[src/rtl/core/css_subset_tokenizer_defines.svh]
// Assertion macros used by the tokenizer top level.
`ifndef CSS_SUBSET_TOKENIZER_DEFINES_SVH
`define CSS_SUBSET_TOKENIZER_DEFINES_SVH

// Clocked assertion that is ignored while reset is asserted.
`define CSS_TOK_ASSERT(lbl, prop, msg) \
  lbl: assert property (@(posedge clk_i) disable iff (!rst_ni) prop) else $error(msg);

// Clocked assertion that must also hold while reset is asserted.
`define CSS_TOK_ASSERT_ALWAYS(lbl, prop, msg) \
  lbl: assert property (@(posedge clk_i) prop) else $error(msg);

`endif

[src/rtl/core/css_tok_pkg.sv]
// Types and constants for the CSS subset tokenizer.
package css_tok_pkg;

  localparam int unsigned MaxDesc    = 3;
  localparam int unsigned QueueDepth = 4;
  localparam int unsigned QPtrW      = 2;

  // Token kinds as carried in token_kind.
  localparam logic [3:0] KindDot    = 4'd0;
  localparam logic [3:0] KindHash   = 4'd1;
  localparam logic [3:0] KindColon  = 4'd2;
  localparam logic [3:0] KindComma  = 4'd3;
  localparam logic [3:0] KindSemi   = 4'd4;
  localparam logic [3:0] KindLbrace = 4'd5;
  localparam logic [3:0] KindRbrace = 4'd6;
  localparam logic [3:0] KindIdent  = 4'd7;
  localparam logic [3:0] KindValue  = 4'd8;

  // Character codes.
  localparam logic [7:0] ChSlash  = 8'h2F;
  localparam logic [7:0] ChStar   = 8'h2A;
  localparam logic [7:0] ChUnder  = 8'h5F;
  localparam logic [7:0] ChMinus  = 8'h2D;
  localparam logic [7:0] ChDot    = 8'h2E;
  localparam logic [7:0] ChHash   = 8'h23;
  localparam logic [7:0] ChColon  = 8'h3A;
  localparam logic [7:0] ChComma  = 8'h2C;
  localparam logic [7:0] ChSemi   = 8'h3B;
  localparam logic [7:0] ChLbrace = 8'h7B;
  localparam logic [7:0] ChRbrace = 8'h7D;

  typedef enum logic [4:0] {
    MODE_IDLE    = 5'b00001,
    MODE_IDENT   = 5'b00010,
    MODE_VALUE   = 5'b00100,
    MODE_COMMENT = 5'b01000,
    MODE_STAR    = 5'b10000
  } mode_e;

  typedef enum logic [3:0] {
    PEND_NONE      = 4'b0001,
    PEND_SLASH     = 4'b0010,
    PEND_DOT_IDLE  = 4'b0100,
    PEND_DOT_VALUE = 4'b1000
  } pend_e;

  typedef struct packed {
    logic [7:0] char_code;
    logic       end_of_source;
  } in_t;

  typedef struct packed {
    logic [3:0]  token_kind;
    logic [15:0] start_offset;
    logic [16:0] token_length;
    logic        last_of_run;
    logic        too_long;
  } out_t;

  typedef struct packed {
    logic [3:0]  kind;
    logic [15:0] start;
    logic [16:0] length;
  } desc_t;

  // All descriptors caused by one source byte.
  typedef struct packed {
    desc_t [MaxDesc-1:0] slot;
    logic [1:0]          count;
    logic                too_long;
  } bundle_t;

  typedef struct packed {
    logic full;
    logic empty;
  } q_stat_t;

endpackage

[src/rtl/core/css_tok_front.sv]
// Front end: scans one byte per cycle while accept_i is high and builds its descriptor bundle.
module css_tok_front #(
  parameter int unsigned MAX_SOURCE = 65536
) (
  input  logic                 clk_i,
  input  logic                 rst_ni,
  input  logic                 accept_i,
  input  css_tok_pkg::in_t     req_i,
  output logic                 push_o,
  output css_tok_pkg::bundle_t bundle_o
);

  localparam logic [16:0] PosLimit = 17'((MAX_SOURCE < 65536) ? MAX_SOURCE : 65536);

  css_tok_pkg::mode_e mode_q, mode_d;
  css_tok_pkg::pend_e pend_q, pend_d;
  logic [16:0] poff_q, poff_d;
  logic [16:0] rs_q, rs_d;
  logic [16:0] pos_q, pos_d;
  logic        ovf_q, ovf_d;
  logic [16:0] p;
  logic [7:0]  b;
  logic        do_vmore, do_start;
  css_tok_pkg::bundle_t bd;

  function automatic logic is_space(input logic [7:0] c);
    return (c == 8'd32) || (c >= 8'd9 && c <= 8'd13);
  endfunction

  function automatic logic is_digit(input logic [7:0] c);
    return (c >= 8'h30) && (c <= 8'h39);
  endfunction

  function automatic logic ident_start(input logic [7:0] c);
    return (c >= 8'h61 && c <= 8'h7A) || (c >= 8'h41 && c <= 8'h5A) ||
           (c == css_tok_pkg::ChUnder) || (c == css_tok_pkg::ChMinus);
  endfunction

  function automatic logic ident_char(input logic [7:0] c);
    return ident_start(c) || is_digit(c);
  endfunction

  function automatic logic punct_hit(input logic [7:0] c);
    return (c == css_tok_pkg::ChDot) || (c == css_tok_pkg::ChHash) ||
           (c == css_tok_pkg::ChColon) || (c == css_tok_pkg::ChComma) ||
           (c == css_tok_pkg::ChSemi) || (c == css_tok_pkg::ChLbrace) ||
           (c == css_tok_pkg::ChRbrace);
  endfunction

  function automatic logic [3:0] punct_kind(input logic [7:0] c);
    logic [3:0] k;
    case (c)
      css_tok_pkg::ChHash:   k = css_tok_pkg::KindHash;
      css_tok_pkg::ChColon:  k = css_tok_pkg::KindColon;
      css_tok_pkg::ChComma:  k = css_tok_pkg::KindComma;
      css_tok_pkg::ChSemi:   k = css_tok_pkg::KindSemi;
      css_tok_pkg::ChLbrace: k = css_tok_pkg::KindLbrace;
      css_tok_pkg::ChRbrace: k = css_tok_pkg::KindRbrace;
      default:               k = css_tok_pkg::KindDot;
    endcase
    return k;
  endfunction

  function automatic logic value_char(input logic [7:0] c);
    return !punct_hit(c) && !is_space(c);
  endfunction

  // Appends one descriptor to the bundle unless it is already full.
  function automatic css_tok_pkg::bundle_t push_desc(input css_tok_pkg::bundle_t bin,
                                                     input logic [3:0] k,
                                                     input logic [16:0] st,
                                                     input logic [16:0] len);
    css_tok_pkg::bundle_t r;
    r = bin;
    if (r.count != 2'(css_tok_pkg::MaxDesc)) begin
      r.slot[r.count].kind   = k;
      r.slot[r.count].start  = st[15:0];
      r.slot[r.count].length = len;
      r.count                = r.count + 2'd1;
    end
    return r;
  endfunction

  always_comb begin
    b      = req_i.char_code;
    mode_d = mode_q;
    pend_d = css_tok_pkg::PEND_NONE;
    poff_d = poff_q;
    rs_d   = rs_q;
    bd     = '0;
    do_vmore = 1'b0;
    do_start = 1'b0;

    // The position counter saturates at the end of the offset range.
    if (pos_q >= PosLimit) begin
      p     = PosLimit;
      pos_d = PosLimit;
      ovf_d = 1'b1;
    end else begin
      p     = pos_q;
      pos_d = pos_q + 17'd1;
      ovf_d = ovf_q;
    end

    case (pend_q)
      css_tok_pkg::PEND_SLASH: begin
        if (b == css_tok_pkg::ChStar) begin
          mode_d = css_tok_pkg::MODE_COMMENT;
        end else begin
          mode_d   = css_tok_pkg::MODE_VALUE;
          rs_d     = poff_q;
          do_vmore = 1'b1;
        end
      end
      css_tok_pkg::PEND_DOT_IDLE: begin
        if (is_digit(b)) begin
          mode_d = css_tok_pkg::MODE_VALUE;
          rs_d   = poff_q;
        end else begin
          bd       = push_desc(bd, css_tok_pkg::KindDot, poff_q, 17'd1);
          do_start = 1'b1;
        end
      end
      css_tok_pkg::PEND_DOT_VALUE: begin
        if (!is_digit(b)) begin
          bd       = push_desc(bd, css_tok_pkg::KindValue, rs_q, poff_q - rs_q);
          bd       = push_desc(bd, css_tok_pkg::KindDot, poff_q, 17'd1);
          do_start = 1'b1;
        end
      end
      default: begin
        case (mode_q)
          css_tok_pkg::MODE_IDENT: begin
            if (!ident_char(b)) begin
              bd       = push_desc(bd, css_tok_pkg::KindIdent, rs_q, p - rs_q);
              do_start = 1'b1;
            end
          end
          css_tok_pkg::MODE_VALUE: begin
            do_vmore = 1'b1;
          end
          css_tok_pkg::MODE_COMMENT: begin
            if (b == css_tok_pkg::ChStar) begin
              mode_d = css_tok_pkg::MODE_STAR;
            end
          end
          css_tok_pkg::MODE_STAR: begin
            if (b == css_tok_pkg::ChSlash) begin
              mode_d = css_tok_pkg::MODE_IDLE;
            end else if (b == css_tok_pkg::ChStar) begin
              mode_d = css_tok_pkg::MODE_STAR;
            end else begin
              mode_d = css_tok_pkg::MODE_COMMENT;
            end
          end
          default: begin
            do_start = 1'b1;
          end
        endcase
      end
    endcase

    // Continuation of a value run.
    if (do_vmore) begin
      if (b == css_tok_pkg::ChDot) begin
        pend_d = css_tok_pkg::PEND_DOT_VALUE;
        poff_d = p;
      end else if (!value_char(b)) begin
        bd       = push_desc(bd, css_tok_pkg::KindValue, rs_d, p - rs_d);
        do_start = 1'b1;
      end
    end

    // Fresh scan of a byte between tokens.
    if (do_start) begin
      mode_d = css_tok_pkg::MODE_IDLE;
      if (!is_space(b)) begin
        if (b == css_tok_pkg::ChSlash) begin
          pend_d = css_tok_pkg::PEND_SLASH;
          poff_d = p;
        end else if (b == css_tok_pkg::ChDot) begin
          pend_d = css_tok_pkg::PEND_DOT_IDLE;
          poff_d = p;
        end else if (punct_hit(b)) begin
          bd = push_desc(bd, punct_kind(b), p, 17'd1);
        end else if (ident_start(b)) begin
          mode_d = css_tok_pkg::MODE_IDENT;
          rs_d   = p;
        end else begin
          mode_d = css_tok_pkg::MODE_VALUE;
          rs_d   = p;
        end
      end
    end

    // Flush whatever is still open at the end of the source.
    if (req_i.end_of_source) begin
      case (pend_d)
        css_tok_pkg::PEND_SLASH: begin
          bd = push_desc(bd, css_tok_pkg::KindValue, poff_d, 17'd1);
        end
        css_tok_pkg::PEND_DOT_IDLE: begin
          bd = push_desc(bd, css_tok_pkg::KindDot, poff_d, 17'd1);
        end
        css_tok_pkg::PEND_DOT_VALUE: begin
          bd = push_desc(bd, css_tok_pkg::KindValue, rs_d, poff_d - rs_d);
          bd = push_desc(bd, css_tok_pkg::KindDot, poff_d, 17'd1);
        end
        default: begin
          if (mode_d == css_tok_pkg::MODE_VALUE) begin
            bd = push_desc(bd, css_tok_pkg::KindValue, rs_d, p + 17'd1 - rs_d);
          end else if (mode_d == css_tok_pkg::MODE_IDENT) begin
            bd = push_desc(bd, css_tok_pkg::KindIdent, rs_d, p + 17'd1 - rs_d);
          end
        end
      endcase
    end

    bd.too_long = ovf_d;
  end

  assign bundle_o = bd;
  assign push_o   = accept_i && (bd.count != 2'd0);

  always_ff @(posedge clk_i or negedge rst_ni) begin
    if (!rst_ni) begin
      mode_q <= css_tok_pkg::MODE_IDLE;
      pend_q <= css_tok_pkg::PEND_NONE;
      poff_q <= '0;
      rs_q   <= '0;
      pos_q  <= '0;
      ovf_q  <= 1'b0;
    end else if (accept_i) begin
      if (req_i.end_of_source) begin
        mode_q <= css_tok_pkg::MODE_IDLE;
        pend_q <= css_tok_pkg::PEND_NONE;
        poff_q <= '0;
        rs_q   <= '0;
        pos_q  <= '0;
        ovf_q  <= 1'b0;
      end else begin
        mode_q <= mode_d;
        pend_q <= pend_d;
        poff_q <= poff_d;
        rs_q   <= rs_d;
        pos_q  <= pos_d;
        ovf_q  <= ovf_d;
      end
    end
  end

endmodule

[src/rtl/core/css_tok_queue.sv]
// Small queue of descriptor bundles between front and back ends.
module css_tok_queue (
  input  logic                 clk_i,
  input  logic                 rst_ni,
  input  logic                 push_i,
  input  css_tok_pkg::bundle_t push_data_i,
  input  logic                 pop_i,
  output css_tok_pkg::bundle_t head_o,
  output css_tok_pkg::q_stat_t stat_o
);

  css_tok_pkg::bundle_t mem_q [css_tok_pkg::QueueDepth];
  logic [css_tok_pkg::QPtrW:0] wr_q, rd_q;

  assign stat_o.empty = (wr_q == rd_q);
  assign stat_o.full  = (wr_q[css_tok_pkg::QPtrW] != rd_q[css_tok_pkg::QPtrW]) &&
                        (wr_q[css_tok_pkg::QPtrW-1:0] == rd_q[css_tok_pkg::QPtrW-1:0]);
  assign head_o = mem_q[rd_q[css_tok_pkg::QPtrW-1:0]];

  always_ff @(posedge clk_i or negedge rst_ni) begin
    if (!rst_ni) begin
      wr_q <= '0;
      rd_q <= '0;
    end else begin
      if (push_i) begin
        wr_q <= wr_q + 1'b1;
      end
      if (pop_i) begin
        rd_q <= rd_q + 1'b1;
      end
    end
  end

  always_ff @(posedge clk_i) begin
    if (push_i) begin
      mem_q[wr_q[css_tok_pkg::QPtrW-1:0]] <= push_data_i;
    end
  end

endmodule

[src/rtl/core/css_tok_back.sv]
// Back end: unpacks bundles into one descriptor per cycle, while the output is not stalled, on the output register.
module css_tok_back (
  input  logic                 clk_i,
  input  logic                 rst_ni,
  input  css_tok_pkg::bundle_t head_i,
  input  css_tok_pkg::q_stat_t stat_i,
  output logic                 pop_o,
  output logic                 out_valid_o,
  input  logic                 out_ready_i,
  output css_tok_pkg::out_t    out_req_o
);

  logic [1:0]        sel_q;
  logic              valid_q;
  css_tok_pkg::out_t out_q;
  logic              load, is_last;
  css_tok_pkg::desc_t cur;

  assign load    = !valid_q || out_ready_i;
  assign is_last = (sel_q == (head_i.count - 2'd1));
  assign cur     = head_i.slot[sel_q];
  assign pop_o   = load && !stat_i.empty && is_last;

  always_ff @(posedge clk_i or negedge rst_ni) begin
    if (!rst_ni) begin
      valid_q <= 1'b0;
      sel_q   <= '0;
    end else if (load) begin
      valid_q <= !stat_i.empty;
      if (!stat_i.empty) begin
        sel_q <= is_last ? 2'd0 : sel_q + 2'd1;
      end
    end
  end

  always_ff @(posedge clk_i) begin
    if (load && !stat_i.empty) begin
      out_q.token_kind   <= cur.kind;
      out_q.start_offset <= cur.start;
      out_q.token_length <= cur.length;
      out_q.last_of_run  <= is_last;
      out_q.too_long     <= head_i.too_long;
    end
  end

  assign out_valid_o = valid_q;
  assign out_req_o   = out_q;

endmodule

[src/rtl/core/css_subset_tokenizer.sv]
// A descriptor reaches out_valid_o through the bundle queue and then the back end's output register.
// One source byte per cycle while the queue has room; descriptors leave at one per
// cycle while out_ready_i is high, so a byte that causes two or three of them holds the output longer.
// A four-entry bundle queue between scanner and output absorbs such bursts.
// Reset clears the scanner to idle, the queue to empty and the output to invalid.
// After a byte marked end_of_source the scanner is back in its reset state.
`include "css_subset_tokenizer_defines.svh"

module css_subset_tokenizer #(
  parameter int unsigned MAX_SOURCE = 65536
) (
  input  logic              clk_i,
  input  logic              rst_ni,
  input  logic              in_valid_i,
  output logic              in_ready_o,
  input  css_tok_pkg::in_t  in_req_i,
  output logic              out_valid_o,
  input  logic              out_ready_i,
  output css_tok_pkg::out_t out_req_o
);

  // The front end scans every accepted request in the cycle it arrives and
  // writes the resulting descriptors, if any, as one bundle into the queue.
  // A request that only skips whitespace or comment text produces no bundle.
  logic                 accept;
  logic                 push;
  logic                 pop;
  css_tok_pkg::bundle_t push_bundle;
  css_tok_pkg::bundle_t head_bundle;
  css_tok_pkg::q_stat_t q_stat;

  // Input is taken whenever the queue has room, independent of the output side.
  assign in_ready_o = !q_stat.full;
  assign accept     = in_valid_i && in_ready_o;

  css_tok_front #(
    .MAX_SOURCE(MAX_SOURCE)
  ) u_front (
    .clk_i    (clk_i),
    .rst_ni   (rst_ni),
    .accept_i (accept),
    .req_i    (in_req_i),
    .push_o   (push),
    .bundle_o (push_bundle)
  );

  css_tok_queue u_queue (
    .clk_i       (clk_i),
    .rst_ni      (rst_ni),
    .push_i      (push),
    .push_data_i (push_bundle),
    .pop_i       (pop),
    .head_o      (head_bundle),
    .stat_o      (q_stat)
  );

  // The back end walks the head bundle one descriptor per cycle, while out_ready_i allows, into its
  // output register and releases the bundle with its last descriptor.
  css_tok_back u_back (
    .clk_i       (clk_i),
    .rst_ni      (rst_ni),
    .head_i      (head_bundle),
    .stat_i      (q_stat),
    .pop_o       (pop),
    .out_valid_o (out_valid_o),
    .out_ready_i (out_ready_i),
    .out_req_o   (out_req_o)
  );

  `CSS_TOK_ASSERT_ALWAYS(a_no_push_full, !(push && q_stat.full), "push into full queue")
  `CSS_TOK_ASSERT_ALWAYS(a_no_pop_empty, !(pop && q_stat.empty), "pop from empty queue")
  `CSS_TOK_ASSERT(a_len_nonzero, (out_valid_o && !out_req_o.too_long) |-> (out_req_o.token_length != 17'd0), "zero length token in range")
  `CSS_TOK_ASSERT(a_push_count, push |-> (push_bundle.count != 2'd0), "empty bundle pushed")

endmodule

[config.mk]
export PLATFORM = sky130hd
export DESIGN_NAME = css_subset_tokenizer
export DESIGN_NICKNAME = d
export VERILOG_FILES = /design/src/rtl/core/css_tok_pkg.sv /design/src/rtl/core/css_tok_front.sv /design/src/rtl/core/css_tok_queue.sv /design/src/rtl/core/css_tok_back.sv /design/src/rtl/core/css_subset_tokenizer.sv
export VERILOG_INCLUDE_DIRS = /design/src /design/src/rtl/core
export SDC_FILE = /design/constraint.sdc
export NUM_CORES = 1
export LEC_CHECK = 0
export BUFFER_PORTS_ARGS = -buffer_cell sky130_fd_sc_hd__clkbuf_2
export CAP_MARGIN = 20
export CORE_MARGIN = 1.5
export CORE_UTILIZATION = 30
export CTS_CLUSTER_DIAMETER = 40
export CTS_CLUSTER_SIZE = 8
export DETAILED_ROUTE_END_ITERATION = 10
export HOLD_SLACK_MARGIN = 0.12
export PLACE_DENSITY = 0.52
export SETUP_SLACK_MARGIN = 0.15
export SLEW_MARGIN = 20
export SYNTH_ARGS = -nofsm -noshare
export SYNTH_HDL_FRONTEND = slang
export SYNTH_HIERARCHICAL = 1
export SYNTH_SLANG_ARGS = --single-unit
[constraint.sdc]
create_clock -name clk_i -period 16.45 [get_ports clk_i]
set_clock_uncertainty 0.05 [all_clocks]
set_input_delay 0 -clock clk_i [delete_from_list [all_inputs] [get_ports clk_i]]
set_output_delay 0 -clock clk_i [all_outputs]
set_load 0.05 [all_outputs]
==> impl_metrics.json <==
{
  "arrival_ns": 6.77,
  "post_cts_buffers": 0,
  "htreeDepth": 3,
  "gp_congestion": 0.9712,
  "pin_count": 54,
  "r2r_slack_ns": 10.09,
  "hold_viol": 0,
  "dp.cells": 3431,
  "layout.nets": 2397,
  "dp_hpwl_um": 63910,
  "multi_input_area_um2": 11450,
  "clock_tree.root_cell": "clkbuf_16",
  "area_growth_pct": 16.78,
  "whs_endpoint": "u_back/out_valid_o$_DFFE_PN0N_",
  "rsz0062_at_grt": "no",
  "slew_headroom_pct": 22.22,
  "seq_area_um2": 16630,
  "power.total_mw": 6.424,
  "ant_nets": 0,
  "path_clk_slew_ns": 0.05,
  "final_cells": 3596,
  "cap_violations": 0,
  "yosysUniqueCellTypes": 92,
  "fillers": 9123,
  "synth_nets": 2302,
  "die-width_um": 312.9,
  "vdd_drop_max_v": 0.0001259,
  "netlist_instances": 2182,
  "antenna_found_initial": 3,
  "worst_hold_slack_ns": 0.1705,
  "dr.pass1.iters": 6,
  "tns_ns": 0,
  "synthArstFlopShare_pct": 12.39,
  "hold_path_class": "primary input to register",
  "grt_usage_pct": 19.06,
  "slew_violations": 0,
  "die_y_um": 312.9,
  "fmax_mhz": 152.5,
  "worstSetupStartpointType": "primary input",
  "fin_util_pct": 35.41,
  "syn_area_per_cell_um2": 13.20,
  "cp-end-kind": "register",
  "seq_area_frac_synth_pct": 57.69,
  "post_drt_wl_per_cell_um": 26.10,
  "initial_core_util_pct": 30.32,
  "setup_viol": 0,
  "max_slew.worst_pin.slew_ns": 1.164,
  "dieArea_um2": 97880,
  "cp_max_fo": 64,
  "reg2reg_from": "u_front/pend_q[2]$_DFFE_PN0P_",
  "fin_area_um2": 33640,
  "fp.coreArea_um2": 95010,
  "drt_first_iter_violations": 1893,
  "grt_pass1_vias": 19920,
  "critical_path_class": "primary input to register",
  "reg2reg_to": "u_queue/mem_q[1][15]$_DFFE_PP_",
  "r2r_cells": 13,
  "cts.sinks": 565,
  "cts_tree": "yes",
  "clockBufferDepth": 3,
  "p_leak_nw": 11.89,
  "layout_setup_ws_ns": 9.893,
  "yosys_register_bits": 565,
  "period_minus_slack_ns": 6.557,
  "drc": 0,
  "synth_edf_count": 495,
  "min-delay-start": "out_ready_i",
  "vias_per_cell": 5.529,
  "required_ns": 16.66,
  "dr_total_vias": 19880,
  "portBuffers": 53,
  "min_period_over_period_pct": 39.86,
  "grt_max_degree": 92,
  "overflow": 0,
  "yosysWarnings": 6,
  "cts_buffers": 95,
  "num_rows": 113,
  "synth_ff_type": "edfxtp_1",
  "place_area_um2": 30560,
  "outcome": "finished clean",
  "worstSkewPairLatency_ns": 0.67,
  "whs_path_depth": 4,
  "grt_pass1_wl_um": 137400,
  "power_per_cell_area_nw_per_um2": 191.0,
  "totalWireLength_um": 93850,
  "pre_cts_slack_ns": 10.17,
  "drive_above_1_share_pct": 16.49,
  "synth_area_um2": 28810
}
[kinds of logic after synthesis]
logic type / count (synthesis) / synth area share [%]
compound gates: 570 / 13.17
simple gates: 503 / 8.309
fa+ha+maj: 107 / 4.778
xor+xnor: 89 / 2.754
mux: 158 / 10.46
flops: 565 / 57.69
buf+inv: 190 / 2.845
[final cells by class]
| type | count | share of cell area (%) |
|---|---|---|
| multi-input cells | 1427 | 34.03 |
| flip-flops and latches | 565 | 49.43 |
| inverters | 75 | 0.8369 |
| well taps | 1265 | 4.705 |
| clock buffers | 120 | 7.562 |
| repair buffers | 113 | 2.306 |
| diodes | 3 | 0.02232 |
| clock inverters | 28 | 1.112 |
[flip-flops by register name, summed over array words and instances, names as in the netlist]
name	flops
u_queue/rd_q	3
u_front/mode_q	5
u_front/ovf_q	1
u_front/poff_q	17
u_back/sel_q	2
u_queue/wr_q	3
u_queue/mem_q	456
u_back/out_valid_o	1
u_front/pos_q	17
u_back/out_req_o	39
u_front/pend_q	4
u_front/rs_q	17
[placed cells by master, fill, tap and decap left out, drive strengths merged, types with 19 or more instances in the layout]
cell	count
a21o	20
a21oi	96
a22oi	40
and3	19
buf	48
clkbuf	172
dfrtp	68
edfxtp	495
ha	102
inv	76
mux2i	41
mux4	114
nand2	157
nand2b	23
nand3	35
nor2	148
nor3	36
o21a	19
o21ai	163
o22ai	43
xnor2	52
xor2	36
[Yosys cell counts (all sizes together), types with 20 or more instances]
cell type / n / area share, %
nor3: 36 / 0.64
mux2i: 41 / 1.4
nor2: 148 / 1.9
o22ai: 43 / 0.93
xor2: 36 / 1.1
edfxtp: 495 / 52
nand2: 157 / 2.0
mux4: 114 / 8.9
clkbuf: 70 / 0.91
a21oi: 96 / 1.7
nand2b: 23 / 0.50
o21ai: 163 / 2.8
inv: 74 / 0.96
nand3: 35 / 0.61
a22oi: 40 / 1.0
buf: 45 / 0.96
xnor2: 52 / 1.6
a21o: 20 / 0.52
ha: 102 / 4.4
dfrtp: 68 / 5.9
[how the worst max path moves through the flow]
stage / startpoint / cells after the start / to
after floorplan: u_front/pend_q[3]$_DFFE_PN0P_ / 12 / u_queue/mem_q[3][0]$_DFFE_PP_
after global placement: u_front/pend_q[2]$_DFFE_PN0P_ / 13 / u_queue/mem_q[3][15]$_DFFE_PP_
after detailed placement: u_front/pend_q[2]$_DFFE_PN0P_ / 13 / u_queue/mem_q[3][15]$_DFFE_PP_
after CTS: in_req_i[5] / 16 / u_queue/mem_q[1][54]$_DFFE_PP_
after global routing: in_req_i[5] / 16 / u_queue/mem_q[1][19]$_DFFE_PP_
final: in_req_i[7] / 16 / u_queue/mem_q[1][15]$_DFFE_PP_
[report_power, final]
part | internal, mW | switching, mW
clock | 1.15 | 0.674
combinational | 0.955 | 1.61
sequential | 1.92 | 0.121
[critical path, cell delays in order]
cell,delay [ns]
dlygate4sd3_1,0.55
clkbuf_2,0.19
nor4b_4,0.49
dlygate4sd3_1,0.61
nand2_1,0.05
dlygate4sd3_1,0.57
nor2_1,0.52
a32o_1,0.29
nor4_2,0.07
a41oi_2,0.20
buf_4,0.36
o21ai_1,0.19
a21oi_1,0.58
o21a_1,0.33
and2_4,0.73
buf_4,0.91
[repair_timing]
action                                 CTS  global route
gates resized for setup                  0             0
hold buffers                            14             0
endpoints found under the hold margin  111             0
[layer usage]
layer | GRT usage (%) | vias to the layer above | part of all wire (%)
li1 | - | 8745 | -
met1 | 26.59 | 10170 | 44
met2 | 28.40 | 806 | 44
met3 | 3.857 | 164 | 6.9
met4 | 8.992 | 0 | 4.7
met5 | 0 | - | 0
Power figures use the tool's default switching activity.
